<file path="config.mk">
export PLATFORM = sky130hd
export DESIGN_NAME = frame_buffer_rotation_queues_unit_flat
export DESIGN_NICKNAME = d
export VERILOG_FILES = /design/src/rtl/core/fbrq_pkg.sv /design/src/rtl/core/fbrq_req_if.sv /design/src/rtl/core/fbrq_rsp_if.sv /design/src/rtl/core/fbrq_ring.sv /design/src/rtl/core/frame_buffer_rotation_queues_unit.sv /design/src/flat_wrapper.sv
export SDC_FILE = /design/constraint.sdc
export NUM_CORES = 1
export LEC_CHECK = 0
export BUFFER_PORTS_ARGS = -buffer_cell sky130_fd_sc_hd__buf_2
export CORE_ASPECT_RATIO = 0.9
export CORE_MARGIN = 2
export CORE_UTILIZATION = 38
export DETAILED_ROUTE_END_ITERATION = 10
export SLEW_MARGIN = 20
export SYNTH_ARGS = -nofsm -noshare
export SYNTH_HDL_FRONTEND = slang
export SYNTH_SLANG_ARGS = --single-unit
</file>
<file path="constraint.sdc">
create_clock -name clk -period 6.2 [get_ports clk]
set_clock_uncertainty 0.1 [all_clocks]
set_input_delay 0 -clock clk [delete_from_list [all_inputs] [get_ports clk]]
set_output_delay 0 -clock clk [all_outputs]
set_load 0.1 [all_outputs]
</file>
<file path="src/rtl/core/fbrq_pkg.sv">
// ----------------------------------------------------------------------------
// fbrq_pkg
// Shared types and codes for the frame buffer rotation queues.
// ----------------------------------------------------------------------------
package fbrq_pkg;

    localparam int CMD_W    = 2;
    localparam int BUF_W    = 4;
    localparam int STATUS_W = 2;
    localparam int COUNT_W  = 32;

    typedef logic [CMD_W-1:0]    cmd_t;
    typedef logic [BUF_W-1:0]    buf_t;
    typedef logic [STATUS_W-1:0] status_t;
    typedef logic [COUNT_W-1:0]  count_t;

    localparam cmd_t CMD_CAPTURE_DONE = 2'd0;
    localparam cmd_t CMD_GET_FRAME    = 2'd1;
    localparam cmd_t CMD_RETURN_FRAME = 2'd2;

    localparam status_t ST_OK    = 2'd0;
    localparam status_t ST_EMPTY = 2'd1;
    localparam status_t ST_FULL  = 2'd2;

    typedef enum logic {
        S_IDLE,
        S_EXEC
    } state_t;

    // ring control from the sequencer
    typedef struct packed {
        logic rd_en;
        logic pop;
        logic push;
    } ring_ctrl_t;

    // ring status back to the sequencer
    typedef struct packed {
        logic empty;
        logic full;
    } ring_stat_t;

endpackage

</file>
<file path="src/rtl/core/fbrq_req_if.sv">
// ----------------------------------------------------------------------------
// fbrq_req_if
// Command channel: valid/ready handshake carrying one command word.
// ----------------------------------------------------------------------------
interface fbrq_req_if;
    logic               valid;
    logic               ready;
    fbrq_pkg::cmd_t     cmd;
    fbrq_pkg::buf_t     buffer_id;

    modport source (output valid, output cmd, output buffer_id, input ready);
    modport sink   (input valid, input cmd, input buffer_id, output ready);
endinterface

</file>
<file path="src/rtl/core/fbrq_rsp_if.sv">
// ----------------------------------------------------------------------------
// fbrq_rsp_if
// Response channel: valid/ready handshake carrying one result word.
// ----------------------------------------------------------------------------
interface fbrq_rsp_if;
    logic                valid;
    logic                ready;
    fbrq_pkg::status_t   status;
    fbrq_pkg::buf_t      out_buffer;
    fbrq_pkg::count_t    frame_count;

    modport source (output valid, output status, output out_buffer, output frame_count,
                    input ready);
    modport sink   (input valid, input status, input out_buffer, input frame_count,
                    output ready);
endinterface

</file>
<file path="src/rtl/core/fbrq_ring.sv">
// ----------------------------------------------------------------------------
// fbrq_ring
// Ring queue of buffer indices in a synchronous memory, head/tail pointers,
// registered read of the head entry. Holds at most DEPTH-1 entries.
// ----------------------------------------------------------------------------
module fbrq_ring #(
    parameter int DEPTH      = 8,
    parameter int INIT_COUNT = 0
) (
    input  logic                 clk,
    input  logic                 rst_n,
    input  fbrq_pkg::ring_ctrl_t ctrl,
    input  fbrq_pkg::buf_t       wr_data,
    output fbrq_pkg::buf_t       rd_data,
    output fbrq_pkg::ring_stat_t stat
);
    import fbrq_pkg::*;

    localparam int PW = $clog2(DEPTH);
    localparam logic [PW-1:0] LAST = PW'(DEPTH - 1);

    logic [PW-1:0] head_reg, head_next;
    logic [PW-1:0] tail_reg, tail_next;
    logic [PW-1:0] tail_inc;
    logic [PW-1:0] head_inc;

    buf_t mem [DEPTH];
    buf_t mem_rd_reg;

    assign head_inc = (head_reg == LAST) ? '0 : head_reg + PW'(1);
    assign tail_inc = (tail_reg == LAST) ? '0 : tail_reg + PW'(1);

    assign stat.empty = (head_reg == tail_reg);
    assign stat.full  = (tail_inc == head_reg);

    always_comb
    begin
        head_next = ctrl.pop  ? head_inc : head_reg;
        tail_next = ctrl.push ? tail_inc : tail_reg;
    end

    always_ff @(posedge clk or negedge rst_n)
    begin
        if (!rst_n)
        begin
            head_reg <= '0;
            tail_reg <= PW'(INIT_COUNT);
        end
        else
        begin
            head_reg <= head_next;
            tail_reg <= tail_next;
        end
    end

    always_ff @(posedge clk)
    begin
        if (ctrl.push)
        begin
            mem[tail_reg] <= wr_data;
        end
        if (ctrl.rd_en)
        begin
            mem_rd_reg <= mem[head_reg];
        end
    end

    generate
        if (INIT_COUNT > 0)
        begin : g_init
            // entries never written read as their preloaded index
            logic [DEPTH-1:0] vld_reg;
            logic             rd_vld_reg;
            buf_t             init_reg;

            always_ff @(posedge clk or negedge rst_n)
            begin
                if (!rst_n)
                begin
                    vld_reg <= '0;
                end
                else if (ctrl.push)
                begin
                    vld_reg[tail_reg] <= 1'b1;
                end
            end

            always_ff @(posedge clk)
            begin
                if (ctrl.rd_en)
                begin
                    rd_vld_reg <= vld_reg[head_reg];
                    init_reg   <= ({1'b0, head_reg} < (PW+1)'(INIT_COUNT))
                                  ? BUF_W'(head_reg) + BUF_W'(1) : '0;
                end
            end

            assign rd_data = rd_vld_reg ? mem_rd_reg : init_reg;
        end
        else
        begin : g_plain
            assign rd_data = mem_rd_reg;
        end
    endgenerate

endmodule

</file>
<file path="src/rtl/core/frame_buffer_rotation_queues_unit.sv">
// ----------------------------------------------------------------------------
// frame_buffer_rotation_queues_unit
// Passes buffer indices between a free ring and a filled ring.
// ----------------------------------------------------------------------------
// Each command word passes through S_IDLE and S_EXEC: the accepting edge
// reads the head entries of both rings from their memories, and S_EXEC acts
// on the read data, writes back and loads the result register. A new word is
// taken only once the previous one has been executed; a stalled result holds
// execution. After reset the capture target is buffer 0, the free ring
// holds 1..K with K = min(NUM_BUFFERS-1, FREE_DEPTH-1), the filled ring is
// empty and the frame count is zero; no clearing pass is needed.
module frame_buffer_rotation_queues_unit #(
    parameter int NUM_BUFFERS = 4,
    parameter int FREE_DEPTH  = 8,
    parameter int DONE_DEPTH  = 8
) (
    input  logic             clk,
    input  logic             rst_n,
    fbrq_req_if.sink         req,
    fbrq_rsp_if.source       rsp
);
    import fbrq_pkg::*;

    localparam int FREE_INIT = (NUM_BUFFERS - 1 < FREE_DEPTH - 1)
                               ? NUM_BUFFERS - 1 : FREE_DEPTH - 1;

    state_t     state_reg, state_next;

    cmd_t       cmd_reg;
    buf_t       id_reg;
    buf_t       target_reg, target_next;
    count_t     frames_reg, frames_next;

    logic       out_vld_reg, out_vld_next;
    status_t    status_reg, status_next;
    buf_t       obuf_reg, obuf_next;
    count_t     fcount_reg;

    logic       accept;
    logic       fire;

    ring_ctrl_t free_ctrl, done_ctrl;
    ring_stat_t free_stat, done_stat;
    buf_t       free_wdata, done_wdata;
    buf_t       free_rdata, done_rdata;

    fbrq_ring #(
        .DEPTH      (FREE_DEPTH),
        .INIT_COUNT (FREE_INIT)
    ) u_free (
        .clk     (clk),
        .rst_n   (rst_n),
        .ctrl    (free_ctrl),
        .wr_data (free_wdata),
        .rd_data (free_rdata),
        .stat    (free_stat)
    );

    fbrq_ring #(
        .DEPTH      (DONE_DEPTH),
        .INIT_COUNT (0)
    ) u_done (
        .clk     (clk),
        .rst_n   (rst_n),
        .ctrl    (done_ctrl),
        .wr_data (done_wdata),
        .rd_data (done_rdata),
        .stat    (done_stat)
    );

    assign accept = req.valid && req.ready;
    assign fire   = (state_reg == S_EXEC) && (!out_vld_reg || rsp.ready);

    // next state
    always_comb
    begin
        state_next = state_reg;
        case (state_reg)
            S_IDLE:
            begin
                if (req.valid)
                begin
                    state_next = S_EXEC;
                end
            end
            S_EXEC:
            begin
                if (fire)
                begin
                    state_next = S_IDLE;
                end
            end
            default:
            begin
                state_next = S_IDLE;
            end
        endcase
    end

    // outputs and datapath
    always_comb
    begin
        req.ready       = (state_reg == S_IDLE);
        free_ctrl       = '0;
        done_ctrl       = '0;
        free_ctrl.rd_en = accept;
        done_ctrl.rd_en = accept;
        free_wdata      = id_reg;
        done_wdata      = target_reg;
        target_next     = target_reg;
        frames_next     = frames_reg;
        status_next     = ST_OK;
        obuf_next       = '0;

        case (cmd_reg)
            CMD_CAPTURE_DONE:
            begin
                if (!free_stat.empty)
                begin
                    free_ctrl.pop = fire;
                    target_next   = free_rdata;
                    if (!done_stat.full)
                    begin
                        done_ctrl.push = fire;
                    end
                    else
                    begin
                        status_next = ST_FULL;
                    end
                end
                else
                begin
                    status_next = ST_EMPTY;
                end
                frames_next = frames_reg + COUNT_W'(1);
                obuf_next   = target_next;
            end
            CMD_GET_FRAME:
            begin
                if (!done_stat.empty)
                begin
                    done_ctrl.pop = fire;
                    obuf_next     = done_rdata;
                end
                else
                begin
                    status_next = ST_EMPTY;
                end
            end
            CMD_RETURN_FRAME:
            begin
                if (!free_stat.full)
                begin
                    free_ctrl.push = fire;
                end
                else
                begin
                    status_next = ST_FULL;
                end
            end
            default:
            begin
                status_next = ST_OK;
            end
        endcase

        if (fire)
        begin
            out_vld_next = 1'b1;
        end
        else if (rsp.ready)
        begin
            out_vld_next = 1'b0;
        end
        else
        begin
            out_vld_next = out_vld_reg;
        end
    end

    always_ff @(posedge clk or negedge rst_n)
    begin
        if (!rst_n)
        begin
            state_reg   <= S_IDLE;
            target_reg  <= '0;
            frames_reg  <= '0;
            out_vld_reg <= 1'b0;
        end
        else
        begin
            state_reg   <= state_next;
            out_vld_reg <= out_vld_next;
            if (fire)
            begin
                target_reg <= target_next;
                frames_reg <= frames_next;
            end
        end
    end

    always_ff @(posedge clk)
    begin
        if (accept)
        begin
            cmd_reg <= req.cmd;
            id_reg  <= req.buffer_id;
        end
        if (fire)
        begin
            status_reg <= status_next;
            obuf_reg   <= obuf_next;
            fcount_reg <= frames_next;
        end
    end

    assign rsp.valid       = out_vld_reg;
    assign rsp.status      = status_reg;
    assign rsp.out_buffer  = obuf_reg;
    assign rsp.frame_count = fcount_reg;

endmodule

</file>
<file path="src/flat_wrapper.sv">
// flat-port wrapper written by rule: the top's interface ports become plain ports
module frame_buffer_rotation_queues_unit_flat import fbrq_pkg::*;
#(
    parameter int NUM_BUFFERS = 4,
    parameter int FREE_DEPTH  = 8,
    parameter int DONE_DEPTH  = 8
)
  (clk, rst_n, req_valid, req_cmd, req_buffer_id, req_ready, rsp_valid, rsp_status, rsp_out_buffer, rsp_frame_count, rsp_ready);
  fbrq_req_if req_i ();
  fbrq_rsp_if rsp_i ();
  input  logic clk;
  input  logic rst_n;
  input wire logic [$bits(req_i.valid)-1:0] req_valid;
  input wire logic [$bits(req_i.cmd)-1:0] req_cmd;
  input wire logic [$bits(req_i.buffer_id)-1:0] req_buffer_id;
  output wire logic [$bits(req_i.ready)-1:0] req_ready;
  output wire logic [$bits(rsp_i.valid)-1:0] rsp_valid;
  output wire logic [$bits(rsp_i.status)-1:0] rsp_status;
  output wire logic [$bits(rsp_i.out_buffer)-1:0] rsp_out_buffer;
  output wire logic [$bits(rsp_i.frame_count)-1:0] rsp_frame_count;
  input wire logic [$bits(rsp_i.ready)-1:0] rsp_ready;
  assign req_i.valid = req_valid;
  assign req_i.cmd = req_cmd;
  assign req_i.buffer_id = req_buffer_id;
  assign req_ready = req_i.ready;
  assign rsp_valid = rsp_i.valid;
  assign rsp_status = rsp_i.status;
  assign rsp_out_buffer = rsp_i.out_buffer;
  assign rsp_frame_count = rsp_i.frame_count;
  assign rsp_i.ready = rsp_ready;
  frame_buffer_rotation_queues_unit #(.NUM_BUFFERS(NUM_BUFFERS), .FREE_DEPTH(FREE_DEPTH), .DONE_DEPTH(DONE_DEPTH)) u_core (.clk(clk), .rst_n(rst_n), .req(req_i), .rsp(rsp_i));
endmodule
</file>
==> impl_metrics.csv, run 1 <==
group,metric,value,unit
worst_setup_path,crit_chain,"nand2b_1, nand2_1, inv_2, nand3b_1, nor3_1, and3_1",
worst_setup_path,critical_path.reg2reg.endpoint,"u_core.u_free.mem[6][3]",
worst_setup_path,critPathRequiredTime,6.23,ns
power,power-per-cell-area,508,mW/mm²
grt,globalRouteOverflowTotal,0,
logic_synthesis,ys_types,43,
routing,initialDrtViolationCount,224,
clock_network,clock_latency_of_the_later_clocked_register_in_the_worst_skew_pair,0.43,ns
power,max-vdd-ir-drop,250,µV
sta,setup_viol,0,
placed_design,dp_hpwl,9600,µm
worst_setup_path,crit_path_start,"u_core.rsp.valid",
logic_synthesis,synth_warnings,0,
job,maxCapViolations,0,
placed_design,gpl.final_weighted_congestion,0.779,
clock_network,clkSlewWorstSetupHoldPaths,0.07,ns
floorplan,coreArea,0.0199,mm²
logic_synthesis,syn-num-nets,543,
floorplan,chipHeight,139,µm
routing,post_drt_via_cell_ratio,4.98,
grt,grt_pass1_wl,22900,µm
outcome,outcome,"completed",
placed_design,portBuffers,49,
worst_setup_path,arrival,3.26,ns
logic_synthesis,synth_async_sr_flop_share,32.4,%
clock_network,cts.sinks,179,
floorplan,floorplan.die_area,0.0214,mm²
worst_setup_path,cpPeakStageDelay,0.83,ns
power,net_switching_power,1820,µW
grt,grt_max_degree,59,
grt,first_global_vias,4256,
routing,final_antenna_net_count,0,
clock_network,cts_max_level,4,
clock_network,cts.path.max_buffers,2,
worst_setup_path,critPathCapture,"u_core.u_free.mem[6][3]",
logic_synthesis,post_synthesis_cell_type_with_the_largest_combined_area,"sky130_fd_sc_hd__edfxtp_1",
floorplan,die-width,154,µm
routing,wire_per_inst,16.6,µm
routing,drt_wl_total,14000,µm
sta,max_fclk,0.310,GHz
routing,drt_pre_antenna_iters,5,
sta,hold_slack,0.165,ns
logic_synthesis,synth_enable_flop_cells,121,
power,power_switching_share,40.3,%
clock_network,tritoncts,"done",
min_path,holdCritPathClass,"in2async",
routing,via_count,4220,
logic_synthesis,syn_area,0.00769,mm²
final_layout,finalNetCount,598,
sta,rsz_0062_raised_after_global_routing,"false",
worst_setup_path,reg2reg_from,"u_core.rsp.valid",
worst_setup_path,timing.setup.critical_path_class,"reg2reg",
power,combinationalPowerShare,34.3,%
sta,period_needed,3.23,ns
logic_synthesis,synth_area_leaders,"sky130_fd_sc_hd__edfxtp_1, sky130_fd_sc_hd__dfrtp_1, sky130_fd_sc_hd__mux4_2, sky130_fd_sc_hd__xnor2_1, sky130_fd_sc_hd__xor2_1",
worst_setup_path,critPathMaxFanout,34,
power,internal_power,2690,µW
sta,finalMaxSlewViolations,0,
grt,grt_util_all_layers,13.9,%
clock_network,post_cts_resized,0,
logic_synthesis,synth_top_area_share,47.3,%
logic_synthesis,top_reg_cell_synth,"sky130_fd_sc_hd__edfxtp_1",
logic_synthesis,synth.avg_cell_area,14.7,µm²
logic_synthesis,postSynthRegisterBits,179,
final_layout,fin_util,44.5,%
final_layout,mostFrequentLayoutCells,"sky130_fd_sc_hd__edfxtp_1, sky130_fd_sc_hd__dfrtp_1, sky130_fd_sc_hd__buf_2",
power,leakage,0.00348,µW
clock_network,tritoncts.num_buffers,17,
logic_synthesis,count_of_mapped_cells_out_of_synthesis,524,
floorplan,floorplan.initialDensity,38.6,%
sta,max-slew-margin-rel,35.8,%
sta,timing.final.crit_share,52.1,%
final_layout,diodes,0,
worst_setup_path,critPathSlowestCell,"sky130_fd_sc_hd__nor3_1",
floorplan,floorplan.io_pins,50,
clock_network,cts-root-buf,"sky130_fd_sc_hd__clkbuf_16",
logic_synthesis,ys_seq_area_share,66.2,%
final_layout,most_common_cell_after_layout_fill_and_taps_aside,"sky130_fd_sc_hd__edfxtp_1",
worst_setup_path,regToRegSetupSlack,2.97,ns
sta,totalNegativeSetupSlack,0,ns
worst_setup_path,r2r.worst_path.cells,6,
power,power.share.clock,24.4,%
grt,antenna_found_initial,0,
final_layout,final_layout_size_suffix_gt1_share,23.0,%
routing,drc,0,
sta,final_hold_viol_count,0,
floorplan,core.rowCount,49,
worst_setup_path,critical_path.endpoint_type,"register",
power,seq_power_share,41.3,%
sta,tightestPinTransition,0.954,ns
worst_setup_path,worstSetupStartpointType,"register",
final_layout,areaGrowthSynthToFinish,15.3,%
## stage by stage
stage	std cells	total power (µW)	instance area [µm²]	setup WS (ns)
final	847	4500	8870	2.97
after CTS	847	4540	8860	2.94
after floorplan	524	3120	7690	2.90
after global placement	806	3400	8160	3.01
after detailed placement	806	3440	8160	2.95
after global routing	847	4730	8870	2.67
## routing by layer
layer  track usage, %  vias up  wire length [µm]
met5                0        -                 0
met1             19.7     2091              6700
met2             21.0       93              6590
met4             4.28        0                76
li1                 -     2032                 -
met3             3.97        4               662
## cell families (layout without fill, tap and decap cells)
kind of cell,after synthesis,count (layout),share of synthesized area [%]
compound gates,26,26,2.02
xor+xnor,74,74,8.43
fa+ha+maj,9,9,1.46
buf+inv,29,97,1.72
flops,179,179,66.2
mux,43,43,8.87
other cells,1,1,0.0488
simple gates,163,163,11.3
## worst max-delay path: cells and delay by family (launching register included)
kind	cells	cell delay, ns
and+or+nand+nor	5	1.82
buffers and inverters	1	0.61
DFF	1	0.37
## how the worst min path moves through the flow
stage                                start  slack, ns                     to  cells after the start
after global routing      req_buffer_id[2]       0.16   u_core.free_wdata[2]                      2
after global placement    req_buffer_id[3]       0.08   u_core.free_wdata[3]                      1
after detailed placement  req_buffer_id[1]       0.08   u_core.free_wdata[1]                      1
final                                rst_n       0.16  u_core.frames_reg[14]                      3
after CTS                 req_buffer_id[3]       0.15   u_core.free_wdata[3]                      2
after floorplan                      rst_n      -0.40   u_core.done_wdata[0]                      0
## power by group through the flow
stage               sequential [µW]  clock, µW  combinational, µW
floorplan                      2380          0                747
global placement               1870          0               1530
detailed placement             1890          0               1550
CTS                            1860       1120               1560
global route                   1900       1180               1650
finish                         1860       1100               1540
## cell usage after synthesis, types with 2 or more instances
master and count:
sky130_fd_sc_hd__a21o_1 7, sky130_fd_sc_hd__a21oi_1 3, sky130_fd_sc_hd__a31o_2 2, sky130_fd_sc_hd__and2_1 9, sky130_fd_sc_hd__and3_1 8, sky130_fd_sc_hd__and4_1 3
sky130_fd_sc_hd__buf_1 2, sky130_fd_sc_hd__buf_2 11, sky130_fd_sc_hd__clkbuf_1 9, sky130_fd_sc_hd__clkbuf_2 2, sky130_fd_sc_hd__dfrtp_1 56, sky130_fd_sc_hd__dfstp_2 2
sky130_fd_sc_hd__edfxtp_1 121, sky130_fd_sc_hd__ha_1 9, sky130_fd_sc_hd__inv_1 4, sky130_fd_sc_hd__mux2_2 21, sky130_fd_sc_hd__mux2i_1 4, sky130_fd_sc_hd__mux4_2 18
sky130_fd_sc_hd__nand2_1 37, sky130_fd_sc_hd__nand2b_1 3, sky130_fd_sc_hd__nand3_1 19, sky130_fd_sc_hd__nand3b_1 2, sky130_fd_sc_hd__nand4_1 13, sky130_fd_sc_hd__nor2_1 34
sky130_fd_sc_hd__nor2b_1 3, sky130_fd_sc_hd__nor3_1 14, sky130_fd_sc_hd__nor3_2 4, sky130_fd_sc_hd__nor3b_1 3, sky130_fd_sc_hd__nor4_1 2, sky130_fd_sc_hd__o21ai_0 14
sky130_fd_sc_hd__xnor2_1 42, sky130_fd_sc_hd__xor2_1 32
## timing repair
| item | CTS | global route |
|---|---|---|
| buffers inserted | 0 | 0 |
| hold buffers | 9 | 0 |
| hold endpoints to repair | 64 | 0 |
## cell type report
class / count / area, µm²
fill: 1704 / 11100
sequential: 179 / 5090
multi-input combinational: 316 / 2480
clock buffer: 18 / 429
timing repair buffer: 61 / 358
tap: 255 / 319
clock inverter: 14 / 180
inverter: 4 / 15.0
(Power assumes the default switching activity.)
==> run 2, diff against run 1 <==
- clock period: 6.2 -> 3.3 ns (I/O delays scaled with it)
==> run 2 against run 1 <==
Against the previous run: the flow now finishes with violations (hold timing); global-route usage down 0.23 points; via count down 0.71%; first-iteration DRC count down 5.4%; fmax up 11%; routed wire length down 0.86%; sequential share of layout area up 0.073 points; critical endpoint is now u_core.u_done.mem[0][1]; largest cell class unchanged.
==> impl_metrics.csv, run 2 (synthesized netlist as in run 1, its figures left out) <==
group,metric,value,unit
power,seq_power_share,41.3,%
worst_setup_path,arrival,2.86,ns
worst_setup_path,timing.setup.critical_path_class,"reg2reg",
clock_network,clkSlewWorstSetupHoldPaths,0.07,ns
worst_setup_path,critical_path.top_delay_family,"simple AND/OR/NAND/NOR gates",
placed_design,post-place-ws,0.431,ns
sta,max_fclk,0.345,GHz
power,leakage,0.00348,µW
power,power_switching_share,40.9,%
clock_network,cts.sinks,179,
worst_setup_path,crit_chain,"ha_1, ha_1, or3_1, nand4_1, nand4_1, nor4_1",
worst_setup_path,critPathRequiredTime,3.26,ns
routing,initialDrtViolationCount,212,
worst_setup_path,worstSetupStartpointType,"register",
final_layout,final_layout_size_suffix_gt1_share,23.8,%
clock_network,cts_max_level,4,
clock_network,postCtsHoldBufs,9,
clock_network,cts.repair_timing.setup_buffer_count,0,
outcome,violations,"hold timing",
grt,grt_util_all_layers,13.7,%
worst_setup_path,critPathMaxFanout,11,
grt,grt_pass1_wl,22600,µm
sta,totalNegativeSetupSlack,0,ns
min_path,holdCritPathClass,"in2async",
final_layout,most_common_cell_after_layout_fill_and_taps_aside,"sky130_fd_sc_hd__edfxtp_1",
power,power.share.clock,23.1,%
sta,period_needed,2.90,ns
clock_network,tritoncts.num_buffers,17,
job,maxCapViolations,0,
sta,hold_slack,-0.00413,ns
routing,post_drt_via_cell_ratio,4.92,
routing,final_antenna_net_count,0,
grt,first_global_vias,4244,
floorplan,core.rowCount,49,
sta,timing.final.crit_share,87.9,%
floorplan,chipHeight,139,µm
grt,antenna_found_initial,0,
routing,drt_wl_total,13900,µm
final_layout,diodes,0,
outcome,outcome,"finished with violations",
power,max-vdd-ir-drop,587,µV
power,power-per-cell-area,940,mW/mm²
worst_setup_path,cpPeakStageDelay,0.68,ns
floorplan,floorplan.io_pins,50,
clock_network,cts.path.max_buffers,2,
placed_design,portBuffers,49,
worst_setup_path,critPathSlowestCell,"sky130_fd_sc_hd__nor4_1",
sta,setup_viol,0,
placed_design,dp_hpwl,9470,µm
sta,final_hold_viol_count,3,
floorplan,coreArea,0.0199,mm²
sta,tightestPinTransition,0.753,ns
power,internal_power,4910,µW
final_layout,finalNetCount,602,
sta,max-slew-margin-rel,49.3,%
worst_setup_path,critical_path.endpoint_type,"register",
placed_design,gpl.final_weighted_congestion,0.790,
sta,rsz_0062_raised_after_global_routing,"false",
final_layout,areaGrowthSynthToFinish,15.1,%
clock_network,clock_latency_of_the_later_clocked_register_in_the_worst_skew_pair,0.43,ns
routing,via_count,4190,
floorplan,floorplan.die_area,0.0214,mm²
power,combinationalPowerShare,35.6,%
sta,final_critical_path_setup_slack,0.398,ns
routing,drt_pre_antenna_iters,5,
worst_setup_path,crit_buf_inv,0,
floorplan,die-width,154,µm
clock_network,post_cts_resized,0,
routing,drc,0,
final_layout,mostFrequentLayoutCells,"sky130_fd_sc_hd__edfxtp_1, sky130_fd_sc_hd__dfrtp_1, sky130_fd_sc_hd__buf_2",
sta,finalMaxSlewViolations,0,
grt,grt_max_degree,58,
floorplan,floorplan.initialDensity,38.6,%
routing,wire_per_inst,16.3,µm
grt,globalRouteOverflowTotal,0,
clock_network,cts-root-buf,"sky130_fd_sc_hd__clkbuf_16",
power,net_switching_power,3410,µW
clock_network,tritoncts,"done",
-- run 2: changes by cell type in the layout (fill, tap and decap cells not counted), moves of 2 or more --
cell                        change
sky130_fd_sc_hd__clkbuf_8       +2
sky130_fd_sc_hd__bufinv_16      -3
sky130_fd_sc_hd__clkinv_4       +2
sky130_fd_sc_hd__buf_4          +5
-- run 2: final timing paths --
path / from / to / slack (ns) / cells past startpoint
max: u_core.u_done.tail_reg[0] / u_core.u_done.mem[0][1] / 0.40 / 6
min: rst_n / u_core.frames_reg[14] / -0.004 / 2
max reg2reg: u_core.u_done.tail_reg[0] / u_core.u_done.mem[0][1] / 0.40 / 6
min reg2reg: u_core.u_free.g_init.vld_reg[1] / u_core.u_free.g_init.vld_reg[1] / 0.36 / 1
max in group asynchronous: rst_n / u_core.u_done.tail_reg[1] / 2.45 / 3
min in group clk: req_buffer_id[0] / u_core.free_wdata[0] / 0.18 / 2
-- run 2: power groups by stage --
stage          sequential (µW)  combinational (µW)  clock (µW)
3_5_place_dp              3490                2970           0
2_1_floorplan             4460                1400           0
6_report                  3440                2960        1920
3_3_place_gp              3470                2930           0
4_1_cts                   3450                2990        1970
5_1_grt                   3510                3150        2070
-- run 2: layout make-up --
class	instances	area [µm²]
clock buffers	20	478
multi-input cells	316	2470
clock inverters	12	92.6
fillers	1719	11100
repair buffers	65	390
inverters	4	15.0
flip-flops and latches	179	5090
well taps	255	319
-- run 2: through the flow --
step / total power [µW] / hold slack, ns / instance area, µm² / util (%) / std cells
floorplan: 5870 / -0.396 / 7690 / - / 524
detailed placement: 6460 / 0.0804 / 8190 / 41.1 / 810
global route: 8730 / 0.0496 / 8850 / 44.4 / 851
CTS: 8410 / 0.158 / 8850 / 44.4 / 851
finish: 8320 / -0.00413 / 8850 / 44.4 / 851
global placement: 6400 / 0.0769 / 8190 / 41.1 / 810
-- run 2: metal layers --
layer	vias to the layer above	global-route usage (%)	part of all wire, %	wire, µm
met3	23	3.66	4.1	577
met2	94	21.3	47	6500
met1	2045	18.8	47	6570
met4	0	4.72	1.9	258
met5	-	0	0	0
li1	2028	-	-	-
